<file path="config.mk">
export PLATFORM = sky130hd
export DESIGN_NAME = socks5_request_parser_top
export DESIGN_NICKNAME = d
export VERILOG_FILES = /design/src/sv/s5rp_pkg.sv /design/src/sv/s5rp_in_reg.sv /design/src/sv/s5rp_core.sv /design/src/sv/s5rp_out_reg.sv /design/src/sv/socks5_request_parser_top.sv
export SDC_FILE = /design/constraint.sdc
export NUM_CORES = 1
export LEC_CHECK = 0
export ABC_AREA = 1
export BUFFER_PORTS_ARGS = -buffer_cell sky130_fd_sc_hd__buf_2
export CELL_PAD_IN_SITES_DETAIL_PLACEMENT = 1
export CELL_PAD_IN_SITES_GLOBAL_PLACEMENT = 2
export CORE_MARGIN = 3
export CORE_UTILIZATION = 35
export CTS_CLUSTER_SIZE = 40
export DETAILED_ROUTE_END_ITERATION = 16
export GPL_ROUTABILITY_DRIVEN = 0
export GPL_TIMING_DRIVEN = 0
export HOLD_SLACK_MARGIN = 0.05
export PLACE_DENSITY = 0.83
export SLEW_MARGIN = 20
export SYNTH_ARGS = -nofsm -noshare
export SYNTH_HDL_FRONTEND = slang
export SYNTH_SLANG_ARGS = --single-unit
</file>
<file path="constraint.sdc">
create_clock -name clk -period 3.2 [get_ports clk]
set_input_delay 0.64 -clock clk [delete_from_list [all_inputs] [get_ports clk]]
set_output_delay 0.64 -clock clk [all_outputs]
set_load 0.03 [all_outputs]
</file>
<file path="src/sv/s5rp_pkg.sv">
// Package for the SOCKS5 request parser: payload structs and protocol codes.
// No dependencies; every module of the block imports it.
`default_nettype none
package s5rp_pkg;

  // Protocol bytes and field lengths.
  localparam logic [7:0] VERSION_BYTE  = 8'd5;
  localparam logic [7:0] RESERVED_BYTE = 8'h00;
  localparam logic [7:0] ATYP_IPV4     = 8'd1;
  localparam logic [7:0] ATYP_DOMAIN   = 8'd3;
  localparam logic [7:0] ATYP_IPV6     = 8'd4;
  localparam logic [7:0] IPV4_LEN      = 8'd4;
  localparam logic [7:0] IPV6_LEN      = 8'd16;
  localparam logic [7:0] PORT_LEN      = 8'd2;

  // Status codes.
  localparam logic [1:0] ST_PARSING  = 2'd0;
  localparam logic [1:0] ST_COMPLETE = 2'd1;
  localparam logic [1:0] ST_REJECT   = 2'd2;
  localparam logic [1:0] ST_IGNORED  = 2'd3;

  // Error codes.
  localparam logic [1:0] ER_VERSION  = 2'd0;
  localparam logic [1:0] ER_RESERVED = 2'd1;
  localparam logic [1:0] ER_TYPE     = 2'd2;
  localparam logic [1:0] ER_SHORT    = 2'd3;

  // Byte role tags.
  localparam logic [2:0] ROLE_VERSION  = 3'd0;
  localparam logic [2:0] ROLE_COMMAND  = 3'd1;
  localparam logic [2:0] ROLE_RESERVED = 3'd2;
  localparam logic [2:0] ROLE_TYPE     = 3'd3;
  localparam logic [2:0] ROLE_DLEN     = 3'd4;
  localparam logic [2:0] ROLE_ADDRESS  = 3'd5;
  localparam logic [2:0] ROLE_PORT     = 3'd6;
  localparam logic [2:0] ROLE_TRAILING = 3'd7;

  // One incoming byte of the request buffer.
  typedef struct packed {
    logic [7:0] data_byte;
    logic       last_of_buffer;
  } in_t;

  // One result per byte.
  typedef struct packed {
    logic [1:0]  status;
    logic [1:0]  error_code;
    logic [2:0]  byte_role;
    logic [7:0]  address_index;
    logic [7:0]  command;
    logic [7:0]  address_type;
    logic [15:0] port;
    logic [8:0]  consumed;
  } out_t;

endpackage
`default_nettype wire

</file>
<file path="src/sv/s5rp_in_reg.sv">
// Input register of the SOCKS5 request parser: holds one byte ahead of the parser.
// Depends on s5rp_pkg for the input struct.
`default_nettype none
module s5rp_in_reg (
  input  wire logic          clk,
  input  wire logic          rst_n,
  input  wire logic          in_valid,
  output logic               in_ready,
  input  wire s5rp_pkg::in_t in_data,
  output logic               hold_valid,
  input  wire logic          hold_take,
  output s5rp_pkg::in_t      hold_data
);
  import s5rp_pkg::*;

  logic valid_r;
  in_t  data_r;

  // The register can load when empty or when its byte moves on this cycle.
  assign in_ready   = !valid_r || hold_take;
  assign hold_valid = valid_r;
  assign hold_data  = data_r;

  // Valid flag and payload.
  always_ff @(posedge clk) begin
    if (!rst_n) begin
      valid_r <= 1'b0;
    end else if (in_ready) begin
      valid_r <= in_valid;
    end
  end

  always_ff @(posedge clk) begin
    if (in_ready && in_valid) begin
      data_r <= in_data;
    end
  end

endmodule
`default_nettype wire

</file>
<file path="src/sv/s5rp_core.sv">
// Per-byte parser state machine of the SOCKS5 request parser.
// Decodes one byte against the held state; state updates when step is high. Uses s5rp_pkg.
`default_nettype none
module s5rp_core (
  input  wire logic          clk,
  input  wire logic          rst_n,
  input  wire logic          step,
  input  wire s5rp_pkg::in_t item,
  output s5rp_pkg::out_t     result
);
  import s5rp_pkg::*;

  typedef enum logic [2:0] {
    PH_VER, PH_CMD, PH_RSV, PH_ATYP, PH_DLEN, PH_ADDR, PH_PORT, PH_IGNORE
  } phase_t;

  phase_t      phase_r, phase_nxt, phase_pre;
  logic [8:0]  pos_r, pos_nxt;
  logic [7:0]  fcnt_r, fcnt_nxt;
  logic [7:0]  dlen_r, dlen_nxt;
  logic [7:0]  cmd_r, cmd_nxt;
  logic [7:0]  atyp_r, atyp_nxt;
  logic [15:0] port_r, port_nxt;

  logic        err;
  logic [1:0]  err_code;
  logic [1:0]  status;
  logic [7:0]  fcnt_inc;
  logic [7:0]  addr_total;
  logic [7:0]  b;
  logic        pos_inc;

  assign b        = item.data_byte;
  assign fcnt_inc = fcnt_r + 8'd1;

  // Address length follows the held address type.
  always_comb begin
    if (atyp_r == ATYP_IPV4) begin
      addr_total = IPV4_LEN;
    end else if (atyp_r == ATYP_IPV6) begin
      addr_total = IPV6_LEN;
    end else begin
      addr_total = dlen_r;
    end
  end

  // Decode of the current byte and next state.
  always_comb begin
    phase_pre = phase_r;
    fcnt_nxt  = fcnt_r;
    dlen_nxt  = dlen_r;
    cmd_nxt   = cmd_r;
    atyp_nxt  = atyp_r;
    port_nxt  = port_r;
    pos_nxt   = pos_r;
    err       = 1'b0;
    err_code  = ER_VERSION;
    status    = ST_PARSING;
    result    = '0;
    result.byte_role = ROLE_TRAILING;

    unique case (phase_r)
      PH_VER: begin
        result.byte_role = ROLE_VERSION;
        if (b != VERSION_BYTE) begin
          err      = 1'b1;
          err_code = ER_VERSION;
        end else begin
          phase_pre = PH_CMD;
        end
      end
      PH_CMD: begin
        result.byte_role = ROLE_COMMAND;
        cmd_nxt   = b;
        phase_pre = PH_RSV;
      end
      PH_RSV: begin
        result.byte_role = ROLE_RESERVED;
        if (b != RESERVED_BYTE) begin
          err      = 1'b1;
          err_code = ER_RESERVED;
        end else begin
          phase_pre = PH_ATYP;
        end
      end
      PH_ATYP: begin
        result.byte_role = ROLE_TYPE;
        atyp_nxt = b;
        fcnt_nxt = '0;
        if (b == ATYP_IPV4 || b == ATYP_IPV6) begin
          phase_pre = PH_ADDR;
        end else if (b == ATYP_DOMAIN) begin
          phase_pre = PH_DLEN;
        end else begin
          err      = 1'b1;
          err_code = ER_TYPE;
        end
      end
      PH_DLEN: begin
        result.byte_role = ROLE_DLEN;
        dlen_nxt  = b;
        fcnt_nxt  = '0;
        phase_pre = (b == 8'd0) ? PH_PORT : PH_ADDR;
      end
      PH_ADDR: begin
        result.byte_role     = ROLE_ADDRESS;
        result.address_index = fcnt_r;
        if (fcnt_inc >= addr_total) begin
          fcnt_nxt  = '0;
          phase_pre = PH_PORT;
        end else begin
          fcnt_nxt = fcnt_inc;
        end
      end
      PH_PORT: begin
        result.byte_role = ROLE_PORT;
        port_nxt = {port_r[7:0], b};
        fcnt_nxt = fcnt_inc;
        if (fcnt_inc >= PORT_LEN) begin
          status              = ST_COMPLETE;
          result.command      = cmd_r;
          result.address_type = atyp_r;
          result.port         = {port_r[7:0], b};
          result.consumed     = pos_r + 9'd1;
          phase_pre           = PH_IGNORE;
        end
      end
      default: begin
        status = ST_IGNORED;
      end
    endcase

    // The request length counts every byte up to and including the final one.
    pos_inc = (phase_pre != PH_IGNORE) || (status == ST_COMPLETE);
    if (pos_inc && (pos_r != 9'h1FF)) begin
      pos_nxt = pos_r + 9'd1;
    end

    // Content errors win over a buffer that ends early.
    phase_nxt = phase_pre;
    if (err) begin
      status    = ST_REJECT;
      phase_nxt = PH_IGNORE;
    end else if (item.last_of_buffer && (status == ST_PARSING)) begin
      status   = ST_REJECT;
      err_code = ER_SHORT;
    end

    result.status     = status;
    result.error_code = (status == ST_REJECT) ? err_code : ER_VERSION;
  end

  // Parser state; the last byte of a buffer returns it to the start.
  always_ff @(posedge clk) begin
    if (!rst_n || (step && item.last_of_buffer)) begin
      phase_r <= PH_VER;
      pos_r   <= '0;
      fcnt_r  <= '0;
      dlen_r  <= '0;
      cmd_r   <= '0;
      atyp_r  <= '0;
      port_r  <= '0;
    end else if (step) begin
      phase_r <= phase_nxt;
      pos_r   <= pos_nxt;
      fcnt_r  <= fcnt_nxt;
      dlen_r  <= dlen_nxt;
      cmd_r   <= cmd_nxt;
      atyp_r  <= atyp_nxt;
      port_r  <= port_nxt;
    end
  end

endmodule
`default_nettype wire

</file>
<file path="src/sv/s5rp_out_reg.sv">
// Result register of the SOCKS5 request parser: holds one result for the receiver.
// Depends on s5rp_pkg for the result struct.
`default_nettype none
module s5rp_out_reg (
  input  wire logic           clk,
  input  wire logic           rst_n,
  input  wire logic           res_valid,
  output logic                res_take,
  input  wire s5rp_pkg::out_t res_data,
  output logic                out_valid,
  input  wire logic           out_ready,
  output s5rp_pkg::out_t      out_data
);
  import s5rp_pkg::*;

  logic valid_r;
  out_t data_r;

  // A new result loads when the register is empty or is being read out.
  assign res_take  = res_valid && (!valid_r || out_ready);
  assign out_valid = valid_r;
  assign out_data  = data_r;

  always_ff @(posedge clk) begin
    if (!rst_n) begin
      valid_r <= 1'b0;
    end else if (!valid_r || out_ready) begin
      valid_r <= res_valid;
    end
  end

  always_ff @(posedge clk) begin
    if (res_take) begin
      data_r <= res_data;
    end
  end

endmodule
`default_nettype wire

</file>
<file path="src/sv/socks5_request_parser_top.sv">
// Top level of the SOCKS5 request parser.
// Instantiates s5rp_in_reg, s5rp_core and s5rp_out_reg; uses s5rp_pkg.
//
// Usage:
//   in_valid/in_ready/in_data carry one byte of the request buffer per request,
//   with last_of_buffer set on the final byte. out_valid/out_ready/out_data carry
//   one result per byte: status, error code, role tag, address index and, on
//   completion, command, address type, port and consumed length.
//   A byte accepted into the input register is decoded by s5rp_core and its
//   result is loaded into the result register, which drives out_valid.
//   Throughput: one byte per cycle while out_ready is high, limited by the
//   single state update in s5rp_core.
//   Reset (rst_n low, synchronous) empties both registers and puts the parser
//   back to expecting the version byte.
//   When the receiver holds out_ready low, the result register keeps its
//   result, the input register takes one more byte only if it is empty, and
//   in_ready stays low while it is full, until the result is taken.
`default_nettype none
module socks5_request_parser_top (
  input  wire logic           clk,
  input  wire logic           rst_n,
  input  wire logic           in_valid,
  output logic                in_ready,
  input  wire s5rp_pkg::in_t  in_data,
  output logic                out_valid,
  input  wire logic           out_ready,
  output s5rp_pkg::out_t      out_data
);
  import s5rp_pkg::*;

  logic hold_valid;
  logic hold_take;
  in_t  hold_data;
  out_t res_data;

  // Byte held ahead of the parser.
  s5rp_in_reg u_in_reg (
    .clk        (clk),
    .rst_n      (rst_n),
    .in_valid   (in_valid),
    .in_ready   (in_ready),
    .in_data    (in_data),
    .hold_valid (hold_valid),
    .hold_take  (hold_take),
    .hold_data  (hold_data)
  );

  // Parser state advances when the byte moves into the result register.
  s5rp_core u_core (
    .clk    (clk),
    .rst_n  (rst_n),
    .step   (hold_take),
    .item   (hold_data),
    .result (res_data)
  );

  // Result register toward the receiver.
  s5rp_out_reg u_out_reg (
    .clk       (clk),
    .rst_n     (rst_n),
    .res_valid (hold_valid),
    .res_take  (hold_take),
    .res_data  (res_data),
    .out_valid (out_valid),
    .out_ready (out_ready),
    .out_data  (out_data)
  );

endmodule
`default_nettype wire
</file>
==> reports/results.ini, run 1 <==
[sta]
max_freq_ghz = 0.401
setup_viol = 0
tns_ns = 0
tightestPinTransition_ns = 0.805
post-route-period-util_pct = 78.0
clock_skew_ns = 0.00818
layout_setup_ws_ns = 0.705
fin_crit_ns = 2.50
slew_headroom_pct = 46.3
finalHoldViolCount = 0
rsz0062_at_grt = no
slew_violations = 0

[cells_and_area]
mostFrequentLayoutCells = 83 x nor2_1, 77 x buf_2, 71 x inv_1, 65 x nand2_1, 65 x edfxtp_1
layout.nets = 654
synthToLayoutAreaGrowth_pct = 23.0
diodes = 0
layout_commonest_cell = nor2_1
drive_gt1_share_pct = 21.1
final_area_um2 = 6260
utilization_pct = 44.6

[clocking]
clkTransAtPathRegs_ns = 0.05
post_cts_buffers = 0
clock_path_buffers = 2
cts_tree = built
clk_latency_ns = 0.41
cts_sinks = 119
hold_buffers = 0
cts_made_buffers = 17
htreeDepth = 4
root_buffer = clkbuf_16
cts_resized = 0

[detailed_routing]
drc = 0
routedWlPerCell_um = 15.7
dr_total_vias = 3971
drt-pass1-iter-count = 4
via_per_inst = 4.84
antenna_left = 0
routed_wl_mm = 12.9
first_iter_violations = 183

[synthesis]
syn_area_um2 = 5090
synthAdderAreaFrac_pct = 2.95
syn-num-nets = 565
synth_cell_type_count = 29
ys_seq_area_share_pct = 59.6
synth_area_per_cell_um2 = 9.42
synth_mux_area_share_pct = 0
synthSimpleGateAreaFrac_pct = 17.5
synth_top_family_by_area = simple AND/OR/NAND/NOR gates
ys_seq_elements = 119
synth-compound-area-share_pct = 11.2
synthXorXnorAreaFrac_pct = 1.03
ys_warn_count = 0
syn_inst = 540

[global_route]
use_met2_pct = 29.5
grt_max_degree = 60
antenna_found_initial = 0
grt_pass1_wl_mm = 21.3
track_usage_pct = 16.9
top_usage_layer = met2
grt-ovfl-total = 0
grt_pass1_vias = 4161
use_met1_pct = 20.6
grt_use_met3_pct = 3.49

[pwr]
power_leakage_nw = 2.54
report.power.total_mw = 3.87
powerDensity_nw_per_um2 = 619
peakVddDrop_v = 0.000319

[die]
dieArea_um2 = 16000
fp-row-count = 43
die-height_um = 127
placeableCoreArea_um2 = 14000
start_util_pct = 36.2
die_w_um = 127
io-pin-count = 71

[setup_path]
end_kind = flip-flop
cp_data_arrival_time_ns = 2.82
critPathKind = flip-flop to flip-flop
required_ns = 3.53
startpoint_type = flip-flop
crit_fanout = 8

[place]
place_hpwl_mm = 8.99
placed_cell_area_um2 = 5670
dpl_worst_slack_ns = 0.488
numPortBuffers = 70

[job]
cap_violations = 0

[run_status]
status = finished, final reports clean

[worst_hold_path]
min_path_type = input pin to flip-flop

## metal layers
layer / vias to the layer above / part of all wire, % / wire length [um]
met3: 15 / 2.9 / 380
met1: 1929 / 44 / 5720
li1: 1971 / - / -
met5: - / 0 / 0
met2: 56 / 51 / 6610
met4: 0 / 1.4 / 176
## per-stage QoR
step / instances / hold slack [ns]
after global placement: 790 / 0.469
after detailed placement: 790 / 0.474
after CTS: 821 / 0.394
after global routing: 821 / 0.398
after floorplan: 540 / 0.444
final: 821 / 0.414
## cell usage after synthesis, drive strengths merged
| cell type | number | area, um^2 |
|---|---|---|
| nor2 | 87 | 342 |
| inv | 79 | 297 |
| nand2 | 69 | 269 |
| edfxtp | 65 | 1950 |
| a21oi | 58 | 290 |
| dfxtp | 54 | 1080 |
| o21ai | 47 | 258 |
| nand3 | 30 | 160 |
| buf | 13 | 83.8 |
| ha | 12 | 150 |
| nand4 | 9 | 56.3 |
| nor3 | 4 | 58.8 |
| clkbuf | 3 | 11.3 |
| xnor2 | 3 | 26.3 |
| xor2 | 3 | 26.3 |
| a211oi | 1 | 7.51 |
| o21a | 1 | 7.51 |
| o22ai | 1 | 6.26 |
| or2 | 1 | 6.26 |
## worst paths after layout
check / slack [ns] / endpoint / startpoint / cells past startpoint
max: 0.70 / u_core.fcnt_r[7]$_SDFFE_PP0P_ / u_core.atyp_r[7]$_SDFFE_PP0P_ / 16
min: 0.41 / u_in_reg.hold_data[8]$_DFFE_PP_ / in_data[8] / 1
max reg2reg: 0.70 / u_core.fcnt_r[7]$_SDFFE_PP0P_ / u_core.atyp_r[7]$_SDFFE_PP0P_ / 16
min reg2reg: 0.48 / u_core.atyp_r[1]$_SDFFE_PP0P_ / u_core.atyp_r[1]$_SDFFE_PP0P_ / 2
## logic make-up after synthesis
family | after synthesis
DFF | 119
and+or+nand+nor | 200
buffers and inverters | 95
adders and majority gates | 12
AOI/OAI and AO/OA | 108
xor gates and xnor gates | 6
## cell type report
cell class / instances / area [um^2]
tap: 180 / 225
timing repair buffer: 70 / 350
buffer: 16 / 95.1
sequential: 119 / 3030
multi-input combinational: 326 / 1660
clock inverter: 9 / 128
fill: 1626 / 7780
clock buffer: 22 / 464
inverter: 79 / 299
## critical path, cell delays in order, from the launching register on
cell	delay (ns)
dfxtp_1	0.30
inv_1	0.12
nand4_1	0.11
inv_1	0.09
nand4_1	0.29
nand2_1	0.17
nor2_1	0.06
ha_1	0.27
nand2_1	0.07
nand3_1	0.08
nand2_1	0.07
nand2_1	0.05
nand2_1	0.05
nand2_1	0.13
o21ai_4	0.27
nand3_1	0.13
a21oi_1	0.15
## power breakdown
| group | total (mW) | switching, mW | leakage [nW] | internal, mW |
|---|---|---|---|---|
| sequential | 1.70 | 0.0318 | 1.06 | 1.67 |
| clock | 1.92 | 0.662 | 0.284 | 1.26 |
| combinational | 0.259 | 0.193 | 1.19 | 0.0662 |
| total | 3.87 | 0.886 | 2.54 | 2.99 |
## registers in the layout, indices dropped and copies added, names as in the netlist
| name | cells |
|---|---|
| u_core.atyp_r | 8 |
| u_core.cmd_r | 8 |
| u_core.dlen_r | 8 |
| u_core.fcnt_r | 8 |
| u_core.phase_r | 3 |
| u_core.port_r | 8 |
| u_core.pos_r | 9 |
| u_in_reg.hold_data | 9 |
| u_in_reg.hold_valid | 1 |
| u_out_reg.out_data | 56 |
| u_out_reg.out_valid | 1 |
Power figures use the tool's default switching activity.
==> run 2: changes to the inputs <==
--- a/config.mk
+++ b/config.mk
@@ -10,13 +10,13 @@
 export CELL_PAD_IN_SITES_DETAIL_PLACEMENT = 1
 export CELL_PAD_IN_SITES_GLOBAL_PLACEMENT = 2
 export CORE_MARGIN = 3
-export CORE_UTILIZATION = 35
+export CORE_UTILIZATION = 32
 export CTS_CLUSTER_SIZE = 40
 export DETAILED_ROUTE_END_ITERATION = 16
 export GPL_ROUTABILITY_DRIVEN = 0
 export GPL_TIMING_DRIVEN = 0
 export HOLD_SLACK_MARGIN = 0.05
-export PLACE_DENSITY = 0.83
+export PLACE_DENSITY = 0.8
 export SLEW_MARGIN = 20
 export SYNTH_ARGS = -nofsm -noshare
 export SYNTH_HDL_FRONTEND = slang
==> constraint.sdc (replaced) <==
create_clock -name clk -period 2.2 [get_ports clk]
set_input_delay 0.44 -clock clk [delete_from_list [all_inputs] [get_ports clk]]
set_output_delay 0.44 -clock clk [all_outputs]
set_load 0.03 [all_outputs]
==> reports/results.ini, run 2 (synthesized netlist as in run 1, its figures left out) <==
[pwr]
switching_power_mw = 1.37  ; was 0.886 mW
report.power.total_mw = 5.94  ; was 3.87 mW
powerDensity_nw_per_um2 = 866  ; was 619 nW/um^2
power_leakage_nw = 2.75  ; was 2.54 nW
seq_power_share_pct = 41.5  ; was 43.8%
clkPwrFrac_pct = 51.5  ; was 49.5%
switching_share_pct = 23.0  ; was 22.9%
internal_power_mw = 4.58  ; was 2.99 mW
power_frac_comb_pct = 7.0  ; was 6.7%
peakVddDrop_v = 0.000495  ; was 0.000319 V

[clocking]
clock_path_buffers = 2  ; unchanged
clk_latency_ns = 0.42  ; was 0.41 ns
htreeDepth = 4  ; unchanged
clkTransAtPathRegs_ns = 0.05  ; about the same
root_buffer = clkbuf_16  ; unchanged
cts_made_buffers = 17  ; unchanged
cts_tree = built  ; unchanged
cts_sinks = 119  ; unchanged
hold_buffers = 0  ; unchanged

[detailed_routing]
drt-pass1-iter-count = 4  ; unchanged
drc = 0  ; unchanged
antenna_left = 0  ; unchanged
routedWlPerCell_um = 16.4  ; was 15.7 um
routed_wl_mm = 14.3  ; was 12.9 mm
via_per_inst = 4.70  ; was 4.84
dr_total_vias = 4101  ; was 3971
first_iter_violations = 285  ; was 183

[die]
placeableCoreArea_um2 = 15400  ; was 14000 um^2
die_w_um = 132  ; was 127 um
fp-row-count = 45  ; was 43
io-pin-count = 71  ; unchanged
dieArea_um2 = 17500  ; was 16000 um^2
start_util_pct = 33.1  ; was 36.2%
die-height_um = 132  ; was 127 um

[cells_and_area]
layout_commonest_cell = nor2_1  ; unchanged
layout.nets = 674  ; was 654
drive_gt1_share_pct = 31.1  ; was 21.1%
mostFrequentLayoutCells = 78 x nor2_1, 75 x buf_2, 65 x edfxtp_1, 62 x inv_1, 58 x nand2_1  ; was 83 x nor2_1, 77 x buf_2, 71 x inv_1, 65 x nand2_1, 65 x edfxtp_1
largest_reg_flops = 56  ; unchanged
diodes = 0  ; unchanged
synthToLayoutAreaGrowth_pct = 34.8  ; was 23.0%

[sta]
setup_viol = 1  ; was 0
tightestPinTransition_ns = 0.438  ; was 0.805 ns
slew_headroom_pct = 70.7  ; was 46.3%
post-route-period-util_pct = 100  ; was 78.0%
rsz0062_at_grt = yes  ; was no
max_freq_ghz = 0.454  ; was 0.401 GHz
clock_skew_ns = 0.00790  ; was 0.00818 ns
layout_setup_ws_ns = -0.00405  ; was 0.705 ns
slew_violations = 0  ; unchanged
fin_crit_ns = 2.20  ; was 2.50 ns
whs_ns = 0.201  ; was 0.414 ns
finalHoldViolCount = 0  ; unchanged

[setup_path]
crit_fanout = 8  ; unchanged
end_kind = flip-flop  ; unchanged
startpoint_type = flip-flop  ; unchanged
worst_path_max_delay_cell = dfxtp_2  ; was dfxtp_1
crit_chain = inv_2 > nand4_1 > inv_2 > nand4_1 > buf_6 > buf_4 > nand3_1 > ha_1 > nand2_1 > o21a_1 > nand2_2 > o21ai_4 > buf_6 > nand3_2 > a21oi_1  ; was inv_1 > nand4_1 > inv_1 > nand4_1 > nand2_1 > nor2_1 > ha_1 > nand2_1 > nand3_1 > nand2_1 > nand2_1 > nand2_1 > nand2_1 > o21ai_4 > nand3_1 > a21oi_1
critPathBufInv = 5  ; was 2
critPathKind = flip-flop to flip-flop  ; unchanged
max_stage_delay_ns = 0.31  ; was 0.30 ns
critPathTopFamily = buffers and inverters  ; was simple AND/OR/NAND/NOR gates
required_ns = 2.55  ; was 3.53 ns
cp_data_arrival_time_ns = 2.55  ; was 2.82 ns

[place]
place_hpwl_mm = 9.51  ; was 8.99 mm
numPortBuffers = 70  ; unchanged
dpl_worst_slack_ns = -0.194  ; was 0.488 ns

[global_route]
grt_max_degree = 27  ; was 60
track_usage_pct = 16.3  ; was 16.9%
grt_use_met3_pct = 5.04  ; was 3.49%
grt-ovfl-total = 0  ; unchanged
use_met2_pct = 28.6  ; was 29.5%
grt_pass1_wl_mm = 22.1  ; was 21.3 mm
top_usage_layer = met2  ; unchanged
grt_pass1_vias = 4306  ; was 4161
antenna_found_initial = 0  ; unchanged
use_met1_pct = 19.0  ; was 20.6%

[worst_hold_path]
min_path_type = input pin to flip-flop  ; unchanged

[run_status]
violations = setup timing
status = finished with violations  ; was finished, final reports clean

[job]
cap_violations = 0  ; unchanged

run 2: cell count changes in the layout (fill, tap and decap cells not counted), moves of 6 or more:
cell	before	now
buf_4	5	11
dfxtp_1	54	47
inv_1	71	62
inv_2	7	15
nand2_1	65	58
nand3_1	28	18
nand3_2	2	12
run 2: metal layers:
layer	part of all wire [%]	vias to the layer above
li1	-	2010
met1	43	2007
met2	52	65
met3	3.5	19
met4	1.5	0
met5	0	-
run 2: final cells by class:
class | instances | area (um^2)
inverters | 79 | 303
clock inverters | 9 | 131
clock buffers | 23 | 531
flip-flops and latches | 119 | 3050
well taps | 211 | 264
plain buffers | 16 | 134
multi-input cells | 327 | 1860
fillers | 1723 | 8510
repair buffers | 89 | 593
run 2: repair_timing:
action | CTS | global route
cloned | 0 | 4
pin swaps | 6 | 15
endpoints found under the setup margin | 51 | 53
endpoints found under the hold margin | 0 | 0
buffers inserted | 6 | 8
gates resized for setup | 20 | 48
run 2: per-stage QoR:
stage / std cells / instance area [um^2] / util [%] / setup TNS (ns)
global route: 873 / 6860 / 44.6 / -1.07
floorplan: 540 / 5110 / - / -0.124
detailed placement: 823 / 5770 / 37.5 / -2.00
finish: 873 / 6860 / 44.6 / -0.00405
CTS: 861 / 6520 / 42.4 / 0
global placement: 821 / 5720 / 37.2 / -32.06
run 2: final timing paths:
path,from,end,slack [ns],cells after the start
hold / removal,in_data[4],u_in_reg.hold_data[4]$_DFFE_PP_,0.20,1
setup reg to reg,u_core.atyp_r[5]$_SDFFE_PP0P_,u_core.fcnt_r[2]$_SDFFE_PP0P_,-0.004,15
hold reg to reg,u_core.atyp_r[5]$_SDFFE_PP0P_,u_core.atyp_r[5]$_SDFFE_PP0P_,0.47,2
setup / recovery,u_core.atyp_r[5]$_SDFFE_PP0P_,u_core.fcnt_r[2]$_SDFFE_PP0P_,-0.004,15
run 2: power by group through the flow:
| stage | Combinational, mW | Sequential (mW) | Clock [mW] |
|---|---|---|---|
| after detailed placement | 0.396 | 2.52 | 0 |
| after floorplan | 0.175 | 2.59 | 0 |
| final | 0.417 | 2.47 | 3.06 |
| after global placement | 0.372 | 2.51 | 0 |
| after global routing | 0.455 | 2.48 | 3.21 |
| after CTS | 0.405 | 2.47 | 3.11 |
==> run 3: changes to the inputs <==
--- a/config.mk
+++ b/config.mk
@@ -9,6 +9,7 @@
 export BUFFER_PORTS_ARGS = -buffer_cell sky130_fd_sc_hd__buf_2
 export CELL_PAD_IN_SITES_DETAIL_PLACEMENT = 1
 export CELL_PAD_IN_SITES_GLOBAL_PLACEMENT = 2
+export CORE_ASPECT_RATIO = 0.6
 export CORE_MARGIN = 3
 export CORE_UTILIZATION = 32
 export CTS_CLUSTER_SIZE = 40
==> reports/results.ini, run 3 (synthesized netlist as in run 1, its figures left out) <==
[run_status]
status = finished with violations  ; unchanged
violations = setup timing  ; unchanged

[cells_and_area]
final_area_um2 = 6690  ; was 6860 um^2
layout_commonest_cell = nor2_1  ; unchanged
mostFrequentLayoutCells = 79 x nor2_1, 76 x buf_2, 65 x edfxtp_1, 61 x inv_1, 58 x nand2_1  ; was 78 x nor2_1, 75 x buf_2, 65 x edfxtp_1, 62 x inv_1, 58 x nand2_1
drive_gt1_share_pct = 30.4  ; was 31.1%
diodes = 0  ; unchanged
synthToLayoutAreaGrowth_pct = 31.4  ; was 34.8%
final_cells = 861  ; was 873
layout.nets = 670  ; was 674
largest_reg_flops = 56  ; unchanged
utilization_pct = 43.3  ; was 44.6%

[sta]
layout_setup_ws_ns = -0.0250  ; was -0.00405 ns
setup_viol = 7  ; was 1
post-route-period-util_pct = 101  ; was 100%
rsz0062_at_grt = yes  ; unchanged
tightestPinTransition_ns = 0.811  ; was 0.438 ns
max_freq_ghz = 0.449  ; was 0.454 GHz
clock_skew_ns = 0.00791  ; was 0.00790 ns
tns_ns = -0.110  ; was -0.00405 ns
slew_violations = 0  ; unchanged
fin_crit_ns = 2.22  ; was 2.20 ns
finalHoldViolCount = 0  ; unchanged
slew_headroom_pct = 45.6  ; was 70.7%
whs_ns = 0.204  ; was 0.201 ns

[global_route]
track_usage_pct = 15.5  ; was 16.3%
grt-ovfl-total = 0  ; unchanged
antenna_found_initial = 0  ; unchanged
grt_pass1_vias = 4196  ; was 4306
grt_pass1_wl_mm = 21.6  ; was 22.1 mm
grt_max_degree = 32  ; was 27

[detailed_routing]
via_per_inst = 4.76  ; was 4.70
first_iter_violations = 241  ; was 285
routedWlPerCell_um = 16.4  ; about the same
routed_wl_mm = 14.2  ; was 14.3 mm
drc = 0  ; unchanged
antenna_left = 0  ; unchanged
dr_total_vias = 4101  ; unchanged
drt-pass1-iter-count = 4  ; unchanged

[pwr]
power_leakage_nw = 2.65  ; was 2.75 nW
report.power.total_mw = 5.60  ; was 5.94 mW
power_frac_comb_pct = 7.1  ; was 7.0%
seq_power_share_pct = 44.1  ; was 41.5%
powerDensity_nw_per_um2 = 837  ; was 866 nW/um^2
peakVddDrop_v = 0.000464  ; was 0.000495 V
switching_share_pct = 24.5  ; was 23.0%
clkPwrFrac_pct = 48.9  ; was 51.5%
internal_power_mw = 4.23  ; was 4.58 mW
switching_power_mw = 1.37  ; about the same

[die]
placeableCoreArea_um2 = 15500  ; was 15400 um^2
start_util_pct = 32.9  ; was 33.1%
io-pin-count = 71  ; unchanged
die-height_um = 104  ; was 132 um
dieArea_um2 = 17500  ; about the same
fp-row-count = 35  ; was 45
die_w_um = 169  ; was 132 um

[clocking]
cts_sinks = 119  ; unchanged
cts_made_buffers = 17  ; unchanged
clk_latency_ns = 0.41  ; was 0.42 ns
clkTransAtPathRegs_ns = 0.06  ; was 0.05 ns
cts_tree = built  ; unchanged
root_buffer = clkbuf_16  ; unchanged
htreeDepth = 4  ; unchanged
clock_path_buffers = 2  ; unchanged

[place]
dpl_worst_slack_ns = -0.243  ; was -0.194 ns
place_hpwl_mm = 9.67  ; was 9.51 mm
numPortBuffers = 70  ; unchanged
placed_cell_area_um2 = 5730  ; was 5770 um^2
dpl.cell_count = 814  ; was 823

[worst_hold_path]
min_path_type = input pin to flip-flop  ; unchanged
hold-path-cell-count = 1  ; unchanged

[setup_path]
crit_fanout = 8  ; unchanged
cp_data_arrival_time_ns = 2.56  ; was 2.55 ns
rr_worst_depth = 11  ; was 15
end_kind = flip-flop  ; unchanged
required_ns = 2.53  ; was 2.55 ns
critPathKind = flip-flop to flip-flop  ; unchanged
startpoint_type = flip-flop  ; unchanged

[job]
cap_violations = 0  ; unchanged

run 3: cell count changes in the layout (fill, tap and decap cells not counted), sizes merged:
cell and delta:
clkbuf -7, clkinv +5, buf -3, bufinv -1, clkinvlp +1, inv +1
run 3: worst paths after layout:
| kind | slack [ns] | end | from |
|---|---|---|---|
| setup / recovery | -0.02 | u_core.fcnt_r[5]$_SDFFE_PP0P_ | u_core.fcnt_r[0]$_SDFFE_PP0P_ |
| setup reg to reg | -0.02 | u_core.fcnt_r[5]$_SDFFE_PP0P_ | u_core.fcnt_r[0]$_SDFFE_PP0P_ |
| hold / removal | 0.20 | u_in_reg.hold_data[8]$_DFFE_PP_ | in_data[8] |
| hold reg to reg | 0.49 | u_core.fcnt_r[4]$_SDFFE_PP0P_ | u_core.fcnt_r[4]$_SDFFE_PP0P_ |
run 3: routing by layer:
| metal | part of all wire (%) | up-vias | global-route usage [%] |
|---|---|---|---|
| met2 | 44 | 93 | 23.3 |
| met5 | 0 | - | 0 |
| met1 | 49 | 1988 | 22.3 |
| met4 | 0.95 | 0 | 3.97 |
| met3 | 5.8 | 13 | 4.04 |
| li1 | - | 2007 | - |
run 3: cell type report:
class                           count  area, um^2
Fill cell                        1785        8770
Sequential cell                   119        3050
Multi-Input combinational cell    327        1840
Timing Repair Buffer               84         527
Clock buffer                       18         439
Inverter                           79         303
Tap cell                          203         254
Clock inverter                     14         149
Buffer                             16         128
Timing Repair inverter              1        5.00
run 3: power by group through the flow:
stage | clock [mW] | sequential, mW | combinational, mW
after floorplan | 0 | 2.59 | 0.175
after global placement | 0 | 2.52 | 0.368
after detailed placement | 0 | 2.52 | 0.382
after CTS | 2.78 | 2.47 | 0.388
after global routing | 2.89 | 2.48 | 0.436
final | 2.74 | 2.47 | 0.395
run 3: timing repair:
action	4_1_cts	5_1_grt
resized for setup	18	42
setup buffers	6	5
gates cloned	0	4
pin swaps	10	16
hold buffers	0	0
endpoints found under the setup margin	50	58
run 3: critical path, cell delays in order (launching register included):
cell     delay, ns
dfxtp_4       0.42
nand3_2       0.14
o21ai_0       0.23
nand2_1       0.17
ha_1          0.35
a21oi_1       0.13
o21a_1        0.13
nand2_2       0.09
o21ai_4       0.15
buf_12        0.15
nand3_2       0.06
a21oi_1       0.14
